==> src/sv/nrmc_pkg.sv <==
// Types, character codes and helper functions shared by the RMC sentence checker.
package nrmc_pkg;

    localparam logic [7:0] CH_DOLLAR = 8'h24;
    localparam logic [7:0] CH_STAR   = 8'h2A;
    localparam logic [7:0] CH_COMMA  = 8'h2C;
    localparam logic [7:0] CH_A      = 8'h41;
    localparam logic [7:0] CH_CR     = 8'h0D;
    localparam logic [7:0] CH_LF     = 8'h0A;
    localparam logic [7:0] CH_R      = 8'h52;
    localparam logic [7:0] CH_M      = 8'h4D;
    localparam logic [7:0] CH_C      = 8'h43;

    localparam logic [3:0] POS_NAME_FIRST = 4'd3;
    localparam logic [3:0] POS_NAME_MID   = 4'd4;
    localparam logic [3:0] POS_NAME_LAST  = 4'd5;
    localparam logic [3:0] POS_NAME_END   = 4'd6;
    localparam logic [3:0] POS_TIME       = 4'd7;
    localparam logic [3:0] POS_SAT        = 4'd8;

    typedef enum logic [2:0] {
        OUT_NOT_RMC   = 3'd0,
        OUT_SUM_ERR   = 3'd1,
        OUT_WAIT      = 3'd2,
        OUT_VALID     = 3'd3,
        OUT_NOT_VALID = 3'd4
    } t_outcome;

    typedef enum logic [1:0] {
        FIX_WAIT      = 2'd0,
        FIX_VALID     = 2'd1,
        FIX_NOT_VALID = 2'd2
    } t_fix;

    typedef enum logic [1:0] {
        SUM_BEFORE = 2'd0,
        SUM_FIRST  = 2'd1,
        SUM_SECOND = 2'd2
    } t_sum_phase;

    typedef enum logic [1:0] {
        FLD_BEFORE = 2'd0,
        FLD_TIME   = 2'd1,
        FLD_STATUS = 2'd2,
        FLD_DONE   = 2'd3
    } t_field_phase;

    typedef struct packed {
        logic       valid;
        t_outcome   outcome;
        t_fix       fix_status;
        logic [7:0] computed_sum;
    } t_result;

    function automatic logic [7:0] hex_digit(input logic [3:0] nib);
        logic [7:0] wide;
        wide = {4'h0, nib};
        if (nib < 4'd10) begin
            hex_digit = wide + 8'h30;
        end else begin
            hex_digit = wide + 8'h37;
        end
    endfunction

    function automatic logic [7:0] name_char(input logic [3:0] pos);
        case (pos)
            POS_NAME_FIRST: name_char = CH_R;
            POS_NAME_MID:   name_char = CH_M;
            POS_NAME_LAST:  name_char = CH_C;
            default:        name_char = 8'h00;
        endcase
    endfunction

endpackage

==> src/sv/nrmc_parser.sv <==
// Sentence state and per-byte parse logic: name check, XOR sum, field scan, outcome.
module nrmc_parser (
    input  logic             i_clk,
    input  logic             i_rst_n,
    input  logic             i_step,
    input  logic [7:0]       i_byte,
    output nrmc_pkg::t_result o_res
);

    logic                      r_in_sentence, n_in_sentence;
    logic [3:0]                r_pos, n_pos;
    logic                      r_name_ok, n_name_ok;
    logic [7:0]                r_xor, n_xor;
    nrmc_pkg::t_sum_phase      r_sum_phase, n_sum_phase;
    logic                      r_first_ok, n_first_ok;
    nrmc_pkg::t_field_phase    r_fld, n_fld;
    logic                      r_time_empty, n_time_empty;
    logic                      r_status_a, n_status_a;
    nrmc_pkg::t_fix            r_held, n_held;

    logic w_is_eol;
    logic w_name_done;

    always_comb begin
        n_in_sentence = r_in_sentence;
        n_pos         = r_pos;
        n_name_ok     = r_name_ok;
        n_xor         = r_xor;
        n_sum_phase   = r_sum_phase;
        n_first_ok    = r_first_ok;
        n_fld         = r_fld;
        n_time_empty  = r_time_empty;
        n_status_a    = r_status_a;
        n_held        = r_held;
        o_res         = '{valid: 1'b0, outcome: nrmc_pkg::OUT_NOT_RMC,
                          fix_status: r_held, computed_sum: r_xor};
        w_is_eol      = (i_byte == nrmc_pkg::CH_CR) || (i_byte == nrmc_pkg::CH_LF);
        w_name_done   = 1'b0;

        if (!i_step) begin
            o_res.valid = 1'b0;
        end else if (i_byte == nrmc_pkg::CH_DOLLAR) begin
            n_in_sentence = 1'b1;
            n_pos         = 4'd1;
            n_name_ok     = 1'b1;
            n_xor         = 8'h00;
            n_sum_phase   = nrmc_pkg::SUM_BEFORE;
            n_first_ok    = 1'b0;
            n_fld         = nrmc_pkg::FLD_BEFORE;
            n_time_empty  = 1'b0;
            n_status_a    = 1'b0;
        end else if (r_in_sentence) begin
            if (r_pos >= nrmc_pkg::POS_NAME_FIRST && r_pos <= nrmc_pkg::POS_NAME_LAST &&
                i_byte != nrmc_pkg::name_char(r_pos)) begin
                n_name_ok = 1'b0;
            end
            if (r_pos < nrmc_pkg::POS_SAT) begin
                n_pos = r_pos + 4'd1;
            end

            case (r_fld)
                nrmc_pkg::FLD_BEFORE: begin
                    if (r_pos == nrmc_pkg::POS_TIME) begin
                        if (i_byte == nrmc_pkg::CH_COMMA) begin
                            n_time_empty = 1'b1;
                            n_fld        = nrmc_pkg::FLD_DONE;
                        end else begin
                            n_fld = nrmc_pkg::FLD_TIME;
                        end
                    end
                end
                nrmc_pkg::FLD_TIME: begin
                    if (i_byte == nrmc_pkg::CH_COMMA) begin
                        n_fld = nrmc_pkg::FLD_STATUS;
                    end
                end
                nrmc_pkg::FLD_STATUS: begin
                    n_status_a = (i_byte == nrmc_pkg::CH_A);
                    n_fld      = nrmc_pkg::FLD_DONE;
                end
                default: begin
                    n_fld = r_fld;
                end
            endcase

            w_name_done = n_name_ok && (n_pos >= nrmc_pkg::POS_NAME_END);

            if (w_is_eol) begin
                n_in_sentence = 1'b0;
                o_res.valid   = 1'b1;
                o_res.outcome = w_name_done ? nrmc_pkg::OUT_SUM_ERR : nrmc_pkg::OUT_NOT_RMC;
            end else begin
                case (r_sum_phase)
                    nrmc_pkg::SUM_BEFORE: begin
                        if (i_byte == nrmc_pkg::CH_STAR) begin
                            n_sum_phase = nrmc_pkg::SUM_FIRST;
                        end else begin
                            n_xor = r_xor ^ i_byte;
                        end
                    end
                    nrmc_pkg::SUM_FIRST: begin
                        n_first_ok  = (i_byte == nrmc_pkg::hex_digit(r_xor[7:4]));
                        n_sum_phase = nrmc_pkg::SUM_SECOND;
                    end
                    default: begin
                        n_in_sentence = 1'b0;
                        o_res.valid   = 1'b1;
                        if (!w_name_done) begin
                            o_res.outcome = nrmc_pkg::OUT_NOT_RMC;
                        end else if (!(r_first_ok &&
                                       i_byte == nrmc_pkg::hex_digit(r_xor[3:0]))) begin
                            o_res.outcome = nrmc_pkg::OUT_SUM_ERR;
                        end else if (n_time_empty) begin
                            o_res.outcome = nrmc_pkg::OUT_WAIT;
                            n_held        = nrmc_pkg::FIX_WAIT;
                        end else if (n_status_a) begin
                            o_res.outcome = nrmc_pkg::OUT_VALID;
                            n_held        = nrmc_pkg::FIX_VALID;
                        end else begin
                            o_res.outcome = nrmc_pkg::OUT_NOT_VALID;
                            n_held        = nrmc_pkg::FIX_NOT_VALID;
                        end
                        o_res.fix_status = n_held;
                    end
                endcase
            end
        end
    end

    always_ff @(posedge i_clk) begin
        if (!i_rst_n) begin
            r_in_sentence <= 1'b0;
            r_pos         <= 4'd0;
            r_name_ok     <= 1'b1;
            r_xor         <= 8'h00;
            r_sum_phase   <= nrmc_pkg::SUM_BEFORE;
            r_first_ok    <= 1'b0;
            r_fld         <= nrmc_pkg::FLD_BEFORE;
            r_time_empty  <= 1'b0;
            r_status_a    <= 1'b0;
            r_held        <= nrmc_pkg::FIX_WAIT;
        end else begin
            r_in_sentence <= n_in_sentence;
            r_pos         <= n_pos;
            r_name_ok     <= n_name_ok;
            r_xor         <= n_xor;
            r_sum_phase   <= n_sum_phase;
            r_first_ok    <= n_first_ok;
            r_fld         <= n_fld;
            r_time_empty  <= n_time_empty;
            r_status_a    <= n_status_a;
            r_held        <= n_held;
        end
    end

endmodule

==> config.mk <==
export PLATFORM = sky130hd
export DESIGN_NAME = nrmc_parser
export DESIGN_NICKNAME = d
export VERILOG_FILES = /design/src/sv/nrmc_pkg.sv /design/src/sv/nrmc_parser.sv
export SDC_FILE = /design/constraint.sdc
export NUM_CORES = 1
export LEC_CHECK = 0
export BUFFER_PORTS_ARGS = -buffer_cell sky130_fd_sc_hd__buf_4
export CAP_MARGIN = 20
export CORE_ASPECT_RATIO = 1.2
export CORE_MARGIN = 3
export CORE_UTILIZATION = 39
export DETAILED_ROUTE_END_ITERATION = 16
export HOLD_SLACK_MARGIN = 0.03
export PLACE_DENSITY = 0.72
export SYNTH_ARGS = -nofsm -noshare
export SYNTH_HDL_FRONTEND = slang
export SYNTH_SLANG_ARGS = --single-unit
export TNS_END_PERCENT = 1
==> constraint.sdc <==
create_clock -name i_clk -period 2 [get_ports i_clk]
set_clock_uncertainty 0.1 [all_clocks]
set_input_delay 0.2 -clock i_clk [delete_from_list [all_inputs] [get_ports i_clk]]
set_output_delay 0.2 -clock i_clk [all_outputs]
set_load 0.01 [all_outputs]
Word-level counts from Yosys, hierarchy flattened
Index checks and enable logic that the tools add are counted.
- flip-flop bits (word level): 23
- bits of input ports: 11
- output and inout bits: 14
- equal/unequal tests: 21
- reductions and logical operators: 19
- $lt $le $gt $ge: 6
- muxes and demuxes: 83
- $add $sub $neg: 5
- bitwise gates (word level): 4
- operators by type and width (cell ; number):
    8-bit two-way mux ; 19
    1-bit two-way mux ; 30
    4-bit by 6-bit adder with 7-bit output (second input constant) ; 4
    2-bit two-way mux ; 14
    4-bit two-way mux ; 7
    8-bit by 6-bit equality test with 1-bit output (second input constant) ; 3
    7-bit one-hot mux with 3 select lines ; 1
    5-bit AND reduction ; 4
    6-bit two-way mux ; 3
    8-bit by 4-bit equality test with 1-bit output (second input constant) ; 2
    8-bit equality test ; 2
    7-bit two-way mux ; 2
    4-bit by 3-bit equality test with 1-bit output (second input constant) ; 3
    4-bit less-than comparator (second input constant) ; 3
    3-bit two-way mux ; 4
    3-bit inequality test (second input constant) ; 3
    8-bit by 7-bit equality test with 1-bit output (second input constant) ; 1
    8-bit inequality test ; 1
    8-bit bitwise XOR ; 1
    2-bit one-hot mux with 3 select lines ; 1
    2-bit nonzero test ; 3
    5-bit two-way mux ; 1
    4-bit by 1-bit adder with 4-bit output (second input constant) ; 1
    2-bit by 1-bit equality test with 1-bit output (second input constant) ; 2
    other kinds (17) ; 23

Longest topological paths before layout
- word-level depth: 27
- mapped depth: 8
- depth with buffers taken out: 8

Worst setup path after synthesis
Ideal clock, no wire load.
- kind: flip-flop to output port
- from: reg r_pos[0]
- to: out o_res[9] (netlist name)
- cell stages (with the launch flop): 9
- arrival time: 2008 ps
- path slack: -308 ps
- data required time: 1700 ps
- buffers on the path: 1
- cells stage by stage: dfxtp_1 ha_1 buf_2 nor4bb_1 a31o_2 o2111ai_1 o31ai_1 nand4_1 nand2_1
- RTL lines (element ; RTL line ; source):
    from (decl) ; nrmc_parser.sv:11 ; logic [3:0] r_pos, n_pos;
    from (signal assigned) ; nrmc_parser.sv:144 ; r_pos <= n_pos;
    to (decl) ; nrmc_parser.sv:7 ; output nrmc_pkg::t_result o_res

==> flow_summary.yaml <==
die:
  io_pins: 25
  fp-row-count: 27
  floorplan.initialDensity_pct: 40.8
  die_h_um: 82.5
  die_area_um2: 5750
  die_x_um: 69.7
  core_um2: 4660
setup_path:
  rrSetupSlack_ps: -180
  worstPathMaxFanout: 7
  start_kind: "register"
  crit_required_ps: 1700
  worstPathCellList: "ha_4, nor3b_1, nor3_1, o2111ai_2, o31ai_4, nand4_1, nand2_1, buf_6"
  slowest_delay_ps: 390
  arrival_ps: 2210
  path_class: "register to output pin"
  worstSetupEndpointType: "output pin"
  slowest_stage: "o31ai_4"
sta:
  drv_slew: 0
  min_period_ps: 2510
  rsz0062_at_grt: "true"
  finalCritPeriodShare_pct: 126
  setup_violations: 9
  relSlewSlack_pct: 63.9
  fin_tns_setup_ps: -2650
  hold_ws_ps: 64.1
  hold_viol_final: 0
  max_freq_ghz: 0.398
  worst_slack_ps: -514
  tightest_slew_ps: 541
grt:
  grt_max_degree: 15
  grt.overflow.total: 0
  grtUsageTotal_pct: 20.6
  grt_pass1_vias: 2095
  grt_antenna_before_repair: 0
  grt_pass1_wl_mm: 9.52
power_and_ir_drop:
  power.total_uw: 902
  vdd_drop_max_uv: 278
  p_leak_uw: 0.00115
  p_per_area_nw_per_um2: 326
synthesis:
  ys_ff_latch: 23
  syn_nets: 275
  synth.cell_area_um2: 1900
  synth_warnings: 0
  yosysSeqAreaShare_pct: 24.2
  synth_edf_count: 0
  yosysTopAreaCell: "dfxtp_1"
  synthesis.instances: 254
  synth_top_area_share_pct: 24.2
  synthArstFlopShare_pct: 0
  ys_top_cells_by_area: "dfxtp_1, ha_1, nor2_1, inv_1, a21oi_1"
  yosysUniqueCellTypes: 53
  synth.most_common_cell: "nor2_1"
  synthFlopType: "dfxtp_1"
  avgSynthCellArea_um2: 7.49
  ys_top_cells_by_count: "nor2_1, inv_1, dfxtp_1"
detailed_routing:
  wl_mm: 5.87
  drt_first_pass_iters: 4
  wire_per_inst_um: 15.1
  vias_per_cell: 5.54
  drc_errors: 0
  num_vias: 2155
  drt_iter0_drc: 118
  antenna_left: 0
cells_and_area:
  layout.nets: 353
  drive_above_1_share_pct: 37.5
  seq_area_um2: 472
  stdcell_area_um2: 2770
  fin_cells: 389
  antenna-diode-count: 0
  multiInputGateArea_um2: 1410
  layout-area-overhead-vs-synth_pct: 45.7
  fill_cells: 440
clock_tree:
  cts_tree: "built"
  clkLatencyLatePin_ps: 270
  path_clk_slew_ps: 100
  clockRootBuffer: "clkbuf_8"
  numCtsBuffers: 3
  clock_sinks: 23
  cts_max_level: 1
  cts_buffer_depth: 2
job:
  drv_cap: 0
hold_path:
  hold_path_class: "input port to register"
place:
  placed_cell_area_um2: 2580
  gp_congestion: 0.908
  place.port_buffers: 24
  placed_cells: 381
  dp_hpwl_mm: 4.53
outcome:
  violations: "negative setup slack"
  status: "finished, violations left"
[stage by stage]
stage | setup WS [ps] | util, %
finish | -514 | 59.4
global route | -566 | 59.4
CTS | -502 | 57.0
detailed placement | -324 | 55.4
global placement | -283 | 55.4
floorplan | -27.1 | -
[final cells by class]
| cell class | count | area share, % |
|---|---|---|
| sequential | 23 | 17.0 |
| clock buffer | 3 | 1.49 |
| tap | 58 | 2.62 |
| clock inverter | 1 | 0.271 |
| inverter | 24 | 3.25 |
| multi-input combinational | 193 | 50.9 |
| timing repair buffer | 87 | 24.4 |
[what timing repair did]
item                                    CTS  global route
resized for setup                         5            25
endpoints found under the setup margin   10            16
hold buffers                              0             0
pin swaps                                 3            13
buffers inserted                          0             4
[power breakdown]
group	internal (µW)	total [µW]	switching, µW
combinational	53.2	125	72.1
sequential	457	457	0.545
clock	141	320	179
total	651	902	251
[layer usage]
metal  global-route usage (%)  routed length [µm]  up-vias
li1                         -                   -     1061
met1                     23.8                2320     1012
met2                     38.0                3010       64
met3                     2.91                 323       18
met4                     9.58                 213        0
met5                        0                   0        -
[worst paths after layout]
check | from | endpoint | cells after the start
hold reg to reg | r_status_a | r_status_a | 2
setup reg to reg | r_pos[0] | r_held[1] | 8
hold / removal | i_rst_n | r_name_ok | 2
setup / recovery | r_pos[0] | o_res[9] | 8
[layout by cell type, fill, tap and decap left out, drive strengths merged, types with 4 or more instances in the layout]
| cell type | Yosys | routed |
|---|---|---|
| nand3 | 4 | 4 |
| nor2b | 4 | 4 |
| buf | 3 | 87 |
| nand2 | 10 | 10 |
| inv | 24 | 24 |
| nor2 | 29 | 29 |
| o21ai | 15 | 15 |
| nor3b | 4 | 4 |
| or3 | 5 | 5 |
| a31oi | 6 | 6 |
| nor3 | 9 | 9 |
| ha | 10 | 10 |
| dfxtp | 23 | 23 |
| xnor2 | 7 | 7 |
| a21oi | 18 | 18 |
| mux2i | 5 | 5 |
| nand2b | 5 | 5 |
| xor2 | 5 | 5 |
| o31ai | 4 | 4 |
| nand4 | 5 | 5 |
[state kept, by name (all words and copies together) (netlist names)]
signal and count:
r_xor 8, r_first_ok 1, r_fld 2, r_sum_phase 2, r_pos 4, r_in_sentence 1, r_time_empty 1, r_held 2
r_status_a 1, r_name_ok 1
[worst max-delay path: cells and delay by family (launching register included)]
family / cells / cell delay (ps)
AND/OR/NAND/NOR: 4 / 710
buffers and inverters: 1 / 100
adder cells (fa/ha/maj): 1 / 180
flip-flops: 1 / 380
AO/OA/AOI/OAI: 2 / 570
[kinds of logic (layout without fill, tap and decap cells)]
kind of cell / Yosys count / in the layout / synth area share (%)
simple gates: 99 / 99 / 30.1
compound gates: 67 / 67 / 23.0
buf+inv: 38 / 115 / 7.96
flops: 23 / 23 / 24.2
fa+ha+maj: 10 / 10 / 6.58
mux: 5 / 5 / 2.63
xor+xnor: 12 / 12 / 5.53
Note: power is estimated with default switching activity, not from simulation.
